**config.mk**
```make
export PLATFORM = sky130hd
export DESIGN_NAME = audio_jitter_buffer_ring_top
export DESIGN_NICKNAME = d
export VERILOG_FILES = /design/src/rtl/ajb_pkg.sv /design/src/rtl/audio_jitter_buffer_ring_top.sv /design/src/rtl/ajb_slot_ram.sv
export SDC_FILE = /design/constraint.sdc
export NUM_CORES = 1
export LEC_CHECK = 0
export BUFFER_PORTS_ARGS = -buffer_cell sky130_fd_sc_hd__clkbuf_2
export CAP_MARGIN = 20
export CELL_PAD_IN_SITES_DETAIL_PLACEMENT = 2
export CELL_PAD_IN_SITES_GLOBAL_PLACEMENT = 2
export CORE_MARGIN = 3
export CORE_UTILIZATION = 40
export CTS_CLUSTER_DIAMETER = 60
export DETAILED_ROUTE_END_ITERATION = 8
export PLACE_DENSITY_LB_ADDON = 0.3
export SLEW_MARGIN = 30
export SYNTH_ARGS = -nofsm -noshare
export SYNTH_HDL_FRONTEND = slang
export SYNTH_SLANG_ARGS = --single-unit
```
**constraint.sdc**
```tcl
create_clock -name clk -period 8.6 [get_ports clk]
set_clock_uncertainty 0.2 [all_clocks]
set_input_delay 1.29 -clock clk [delete_from_list [all_inputs] [get_ports clk]]
set_output_delay 1.29 -clock clk [all_outputs]
set_load 0.02 [all_outputs]
```
**src/rtl/ajb_pkg.sv**
```systemverilog
// ----------------------------------------------------------------------------
// Audio jitter buffer package
// Event codes, receive status codes and clock trim codes shared by the
// jitter buffer modules.
// ----------------------------------------------------------------------------
`default_nettype none

package ajb_pkg;

  localparam int KIND_W   = 2;
  localparam int STATUS_W = 2;
  localparam int THR_W    = 5;
  localparam int TRIM_W   = 2;

  typedef logic [KIND_W-1:0]          kind_t;
  typedef logic [STATUS_W-1:0]        status_t;
  typedef logic [THR_W-1:0]           thr_t;
  typedef logic signed [TRIM_W-1:0]   trim_t;

  localparam kind_t KIND_FRAME   = 2'd0;
  localparam kind_t KIND_DONE    = 2'd1;
  localparam kind_t KIND_RESTART = 2'd2;

  localparam status_t RX_OK      = 2'd0;
  localparam status_t RX_ABORTED = 2'd1;

  localparam trim_t TRIM_NONE   = 2'sb00;
  localparam trim_t TRIM_FASTER = 2'sb01;
  localparam trim_t TRIM_SLOWER = 2'sb11;

  localparam thr_t THR_RESET = 5'd8;

endpackage

`default_nettype wire

```
**src/rtl/audio_jitter_buffer_ring_top.sv**
```systemverilog
// ----------------------------------------------------------------------------
// Audio jitter buffer ring
// Ring of frame slots between a packet receiver and a DAC, with playback
// control and clock trim tracking of the fill level.
// ----------------------------------------------------------------------------
// Usage:
// Each input item is an event: a received frame, a DAC playback done, or a
// stream restart. Every accepted item gives exactly one result item that
// reports any slot issued for playback, the DAC enable, the clock trim
// direction, the receive slot and the fill level.
// An accepted item is held in an input register and moves into the result
// register when the result side is not stalled. One item is accepted per
// cycle while the result side does not stall; the ring state update and
// the two registered read ports of the slot memory settle this rate.
// The memory reads the slots at the next read pointer and the one after it
// every cycle, so an issue never waits on a memory access.
// When the receiver stalls, the result is held; the input register still
// takes one more item, and further items are stalled.
// Reset clears the pointers, fill level, playback flags, clock trim and the
// start threshold (back to 8); slot lengths are undefined until written.
// Writes on the configuration port set the start threshold at once.
// ----------------------------------------------------------------------------
`default_nettype none

module audio_jitter_buffer_ring_top #(
  parameter int SLOT_COUNT      = 32,
  parameter int MAX_FRAME_BYTES = 1023,
  localparam int SLOT_W = $clog2(SLOT_COUNT),
  localparam int LEN_W  = $clog2(MAX_FRAME_BYTES + 1)
) (
  input  wire logic                     clk,
  input  wire logic                     rst_n,
  input  wire logic                     in_valid,
  output logic                          in_stall,
  input  wire logic [ajb_pkg::KIND_W-1:0]   in_kind,
  input  wire logic [ajb_pkg::STATUS_W-1:0] in_rx_status,
  input  wire logic [LEN_W-1:0]         in_frame_length,
  output logic                          out_valid,
  input  wire logic                     out_stall,
  output logic                          out_play_valid,
  output logic [SLOT_W-1:0]             out_play_slot,
  output logic [LEN_W-1:0]              out_play_length,
  output logic                          out_dac_enabled,
  output logic signed [ajb_pkg::TRIM_W-1:0] out_clock_trim,
  output logic                          out_trim_changed,
  output logic [SLOT_W-1:0]             out_receive_slot,
  output logic [SLOT_W-1:0]             out_fill_level,
  input  wire logic                     cfg_we,
  input  wire logic [ajb_pkg::THR_W-1:0] cfg_wdata
);

  localparam int FW = $clog2(SLOT_COUNT + 1);
  localparam int CW = (FW > ajb_pkg::THR_W) ? FW : ajb_pkg::THR_W;
  localparam int JW = CW + 1;
  localparam logic [SLOT_W-1:0] LAST_SLOT = SLOT_W'(SLOT_COUNT - 1);
  localparam logic [FW-1:0]     DROP_FILL = FW'(SLOT_COUNT - 1);
  localparam logic [LEN_W-1:0]  MAX_LEN   = LEN_W'(MAX_FRAME_BYTES);

  function automatic logic [SLOT_W-1:0] next_slot(input logic [SLOT_W-1:0] p);
    next_slot = (p == LAST_SLOT) ? '0 : p + SLOT_W'(1);
  endfunction

  // Input register.
  logic                        iv_r;
  ajb_pkg::kind_t              kind_r;
  ajb_pkg::status_t            status_r;
  logic [LEN_W-1:0]            len_r;

  // Ring state.
  logic [SLOT_W-1:0]           wp_r, wp_nxt;
  logic [SLOT_W-1:0]           rp_r, rp_nxt;
  logic [FW-1:0]               fill_r, fill_nxt;
  logic                        playing_r, playing_nxt;
  logic                        busy_r, busy_nxt;
  logic signed [JW-1:0]        jit_r, jit_nxt;
  ajb_pkg::trim_t              trim_r, trim_nxt;
  ajb_pkg::thr_t               thr_r;

  // Result register.
  logic                        ov_r;

  logic                        advance;
  logic                        in_accept;
  logic                        wen;
  logic [LEN_W-1:0]            wdata;
  logic [LEN_W-1:0]            len_sat;
  logic [LEN_W-1:0]            rd0, rd1;
  logic [SLOT_W-1:0]           ra0, ra1;
  logic                        pv;
  logic [SLOT_W-1:0]           ps;
  logic [LEN_W-1:0]            pl;
  logic                        changed;
  logic                        drop;
  logic [SLOT_W-1:0]           rp_a;
  logic [FW-1:0]               fill_b;
  logic signed [JW-1:0]        cur;

  assign advance   = iv_r && (!ov_r || !out_stall);
  assign in_stall  = iv_r && !advance;
  assign in_accept = in_valid && !in_stall;
  assign len_sat   = (len_r > MAX_LEN) ? MAX_LEN : len_r;

  always_comb begin
    wp_nxt      = wp_r;
    rp_nxt      = rp_r;
    fill_nxt    = fill_r;
    playing_nxt = playing_r;
    busy_nxt    = busy_r;
    wen         = 1'b0;
    wdata       = len_sat;
    pv          = 1'b0;
    ps          = '0;
    pl          = '0;
    drop        = fill_r >= DROP_FILL;
    rp_a        = drop ? next_slot(rp_r) : rp_r;
    fill_b      = fill_r - FW'(drop) + FW'(1);
    case (kind_r)
      ajb_pkg::KIND_FRAME: begin
        case (status_r)
          ajb_pkg::RX_OK: begin
            wen      = 1'b1;
            wp_nxt   = next_slot(wp_r);
            rp_nxt   = rp_a;
            fill_nxt = fill_b;
            if (CW'(fill_b) >= CW'(thr_r)) begin
              playing_nxt = 1'b1;
              if (!busy_r) begin
                pv       = 1'b1;
                ps       = rp_a;
                pl       = (rp_a == wp_r) ? len_sat : (drop ? rd1 : rd0);
                rp_nxt   = next_slot(rp_a);
                fill_nxt = fill_b - FW'(1);
                busy_nxt = 1'b1;
              end
            end
          end
          ajb_pkg::RX_ABORTED: begin
            wen   = 1'b1;
            wdata = '0;
          end
          default: begin
          end
        endcase
      end
      ajb_pkg::KIND_DONE: begin
        if (busy_r) begin
          if (fill_r != '0) begin
            pv       = 1'b1;
            ps       = rp_r;
            pl       = rd0;
            rp_nxt   = next_slot(rp_r);
            fill_nxt = fill_r - FW'(1);
          end else begin
            playing_nxt = 1'b0;
            busy_nxt    = 1'b0;
          end
        end
      end
      ajb_pkg::KIND_RESTART: begin
        wp_nxt   = '0;
        rp_nxt   = '0;
        fill_nxt = '0;
        busy_nxt = 1'b0;
      end
      default: begin
      end
    endcase

    cur      = $signed({1'b0, CW'(fill_nxt)}) - $signed({1'b0, CW'(thr_r)});
    jit_nxt  = jit_r;
    trim_nxt = trim_r;
    changed  = 1'b0;
    if (cur != jit_r) begin
      jit_nxt = cur;
      if (!cur[JW-1] && (cur != '0) && (trim_r != ajb_pkg::TRIM_FASTER)) begin
        trim_nxt = ajb_pkg::TRIM_FASTER;
        changed  = 1'b1;
      end
      if (cur[JW-1] && (trim_r != ajb_pkg::TRIM_SLOWER)) begin
        trim_nxt = ajb_pkg::TRIM_SLOWER;
        changed  = 1'b1;
      end
    end
  end

  // The memory reads the slots that the next item may issue.
  assign ra0 = rst_n ? (advance ? rp_nxt : rp_r) : '0;
  assign ra1 = next_slot(ra0);

  ajb_slot_ram #(
    .DEPTH (SLOT_COUNT),
    .WIDTH (LEN_W)
  ) u_slot_ram (
    .clk    (clk),
    .we     (advance && wen),
    .waddr  (wp_r),
    .wdata  (wdata),
    .raddr0 (ra0),
    .raddr1 (ra1),
    .rdata0 (rd0),
    .rdata1 (rd1)
  );

  always_ff @(posedge clk) begin
    if (!rst_n) begin
      iv_r      <= 1'b0;
      ov_r      <= 1'b0;
      wp_r      <= '0;
      rp_r      <= '0;
      fill_r    <= '0;
      playing_r <= 1'b0;
      busy_r    <= 1'b0;
      jit_r     <= '0;
      trim_r    <= ajb_pkg::TRIM_NONE;
      thr_r     <= ajb_pkg::THR_RESET;
    end else begin
      if (in_accept) begin
        iv_r <= 1'b1;
      end else if (advance) begin
        iv_r <= 1'b0;
      end
      if (advance) begin
        ov_r      <= 1'b1;
        wp_r      <= wp_nxt;
        rp_r      <= rp_nxt;
        fill_r    <= fill_nxt;
        playing_r <= playing_nxt;
        busy_r    <= busy_nxt;
        jit_r     <= jit_nxt;
        trim_r    <= trim_nxt;
      end else if (!out_stall) begin
        ov_r <= 1'b0;
      end
      if (cfg_we) begin
        thr_r <= cfg_wdata;
      end
    end
  end

  always_ff @(posedge clk) begin
    if (in_accept) begin
      kind_r   <= in_kind;
      status_r <= in_rx_status;
      len_r    <= in_frame_length;
    end
    if (advance) begin
      out_play_valid   <= pv;
      out_play_slot    <= ps;
      out_play_length  <= pl;
      out_dac_enabled  <= playing_nxt;
      out_clock_trim   <= trim_nxt;
      out_trim_changed <= changed;
      out_receive_slot <= wp_nxt;
      out_fill_level   <= SLOT_W'(fill_nxt);
    end
  end

  assign out_valid = ov_r;

endmodule

`default_nettype wire

```
**src/rtl/ajb_slot_ram.sv**
```systemverilog
// ----------------------------------------------------------------------------
// Jitter buffer slot memory
// Slot length store with one write port and two registered read ports.
// A write to an address being read at the same edge is forwarded.
// ----------------------------------------------------------------------------
`default_nettype none

module ajb_slot_ram #(
  parameter int DEPTH = 32,
  parameter int WIDTH = 10,
  localparam int AW = $clog2(DEPTH)
) (
  input  wire logic             clk,
  input  wire logic             we,
  input  wire logic [AW-1:0]    waddr,
  input  wire logic [WIDTH-1:0] wdata,
  input  wire logic [AW-1:0]    raddr0,
  input  wire logic [AW-1:0]    raddr1,
  output logic      [WIDTH-1:0] rdata0,
  output logic      [WIDTH-1:0] rdata1
);

  logic [WIDTH-1:0] mem [DEPTH];

  always_ff @(posedge clk) begin
    if (we) begin
      mem[waddr] <= wdata;
    end
  end

  always_ff @(posedge clk) begin
    if (we && (waddr == raddr0)) begin
      rdata0 <= wdata;
    end else begin
      rdata0 <= mem[raddr0];
    end
    if (we && (waddr == raddr1)) begin
      rdata1 <= wdata;
    end else begin
      rdata1 <= mem[raddr1];
    end
  end

endmodule

`default_nettype wire

```
==> results.cfg <==
[synthesis]
synthTopCellsByCount = 364 x edfxtp_1, 146 x mux4_2, 91 x nor2_1
netlist_area_um2 = 20100
yosysWarnings = 0
netlist_top_cells_area = edfxtp_1 54%, mux4_2 16%, mux2i_1 4.3%
yosysSeqAreaShare_pct = 58.3
synth_top_area_share_pct = 54.4
synthCells = 1321
post-synth-top-count-cell = edfxtp_1
synth_cell_types = 77
synthArstFlopShare_pct = 0
synth_top_area_cell = edfxtp_1
synth_edf_count = 364
ys_ff_latch = 403
syn_area_per_cell_um2 = 15.2
syn-num-nets = 1384
synth_ff_type = edfxtp_1

[power]
peakVddDrop_uv = 183
clock_power_share_pct = 45.0
p_comb_share_pct = 7.2
powerDensity_nw_per_um2 = 200
switching_share_pct = 24.0
p_leak_nw = 7.35
p_seq_share_pct = 47.8
p_int_mw = 3.47
switchingPower_mw = 1.09

[global_routing]
antenna_found_initial = 0
track_usage_pct = 25.1
grt_pass1_wl_um = 97800
gr-total-overflow = 0
grt_pass1_vias = 14394
grt_max_degree = 62

[sta]
finalSetupTns_ns = 0
max_slew_margin_pct = 30.1
final_max_slew_viol_count = 0
worst_slew_pin_slew_ns = 1.05
rsz0062_at_grt = no
fin_crit_ns = 7.61
fmax_mhz = 131
min_period_over_period_pct = 88.4
hold_violations = 0
setup_viol = 0

[clocking]
clkTransAtPathRegs_ns = 0.06
htree_levels = 2
tritoncts = done
clock-sinks = 403
ctsHoldBuffers = 0
cts_made_buffers = 50
ctsLongestPathBuffers = 3
cts-resized-gates = 0
cts-root-buf = clkbuf_16
post_cts_buffers = 0
clk_latency_ns = 0.59

[route]
vias_per_cell = 6.27
drt_pass1_iterations = 5
ant_nets = 0
first_iter_violations = 1215
finalWirelength_um = 66200
wl_per_cell_um = 31.7
num_vias = 13109
drc = 0

[setup_path]
setup.worst_path.start_class = register
crit_required_ns = 8.86
worstSetupPathType = register to register
cpPeakStageDelay_ns = 0.57
crit_fanout = 16
arrival_ns = 7.86
cp_slowest_cell = inv_1
crit_path_frequent_cell = ha_1
cp-end-kind = register

[floorplanning]
dieArea_um2 = 52900
ioPinCount = 56
start_util_pct = 40.8
num_rows = 81
fp.dieW_um = 230
coreArea_um2 = 49300
die_h_um = 230

[layout]
antennaDiodeCount = 0
post-route-util_pct = 46.3
layout-drive-gt1-share_pct = 26.3
layout.nets = 1449
area_growth_pct = 13.4

[run_status]
status = finished clean

[placement]
gp_congestion = 0.810
portBuffers = 55
detailed_place_hpwl_um = 42300

[hold_path]
min_path_type = register to register

[flow_run]
cap_violations = 0
## routing by layer
metal	wire length (µm)	vias up	GRT usage (%)	part of all wire, %
met4	2640	0	9.65	4.0
met3	3620	157	3.42	5.5
met1	26600	7006	32.5	40
met2	33300	498	43.0	50
li1	-	5448	-	-
met5	0	-	0	0
## placed cells by master (no fill, tap or decap), types with 21 or more instances in the layout
master	count
mux4_2	146
dfxtp_1	32
clkbuf_16	50
a21oi_1	42
buf_4	42
o21ai_0	63
mux2i_1	86
edfxtp_1	364
nor2_1	87
ha_1	38
clkbuf_2	55
nand2_1	65
a22oi_1	22
inv_1	32
a221oi_1	21
## final timing paths
check | slack (ns) | depth (start not counted) | to | from
worst min-delay path | 0.30 | 1 | trim_r[0] | trim_r[0]
worst min register to register | 0.30 | 1 | trim_r[0] | trim_r[0]
worst max register to register | 0.99 | 30 | jit_r[6] | fill_r[5]
worst max-delay path | 0.99 | 30 | jit_r[6] | fill_r[5]
## power groups by stage
stage | logic (mW) | clock network (mW) | registers, mW
floorplan | 0.223 | 0 | 2.22
global placement | 0.311 | 0 | 2.22
detailed placement | 0.326 | 0 | 2.23
CTS | 0.329 | 2.09 | 2.18
global route | 0.358 | 2.17 | 2.19
finish | 0.329 | 2.05 | 2.18
## area by class of cell
type	count	area [µm²]
Clock buffer	63	1300
Clock inverter	29	267
Fill cell	4671	26500
Inverter	34	128
Multi-Input combinational cell	798	7910
Sequential cell	403	11700
Tap cell	664	831
Timing Repair Buffer	99	613
## kinds of logic (layout without fill, tap and decap cells)
group,Yosys count,in the layout,share of synthesized area [%]
DFF,403,403,58.3
muxes,252,252,21.8
and+or+nand+nor,244,244,5.84
AOI/OAI and AO/OA,240,240,8.12
buffers and inverters,120,225,2.46
adders and majority gates,39,39,2.47
xor gates and xnor gates,23,23,1.00
## stage by stage
step	setup WS (ns)	power, mW	area (µm²)	cells	hold WS, ns
2_1_floorplan	2.16	2.45	20100	1321	0.251
3_3_place_gp	1.42	2.54	21200	1998	0.274
3_5_place_dp	1.08	2.55	21200	1998	0.297
4_1_cts	1.04	4.61	22800	2090	0.307
5_1_grt	0.400	4.72	22800	2090	0.331
6_report	0.994	4.57	22800	2090	0.302
## sequential cells by signal (all words and copies together), names as in the netlist, 5 cells and up, named ones only
signal,cells
out_play_slot,5
out_play_length,10
fill_r,6
out_fill_level,5
out_receive_slot,5
jit_r,7
rp_r,5
wp_r,5
len_r,10
thr_r,5
u_slot_ram.mem,320
## critical path, delay by kind of cell (launching register included)
kind,cells,cell delay (ns)
AOI/OAI and AO/OA,14,3.28
adders and majority gates,6,1.47
buffers and inverters,4,0.85
and+or+nand+nor,4,0.71
DFF,1,0.39
xor gates and xnor gates,1,0.32
muxes,1,0.24
(Power assumes the default switching activity.)
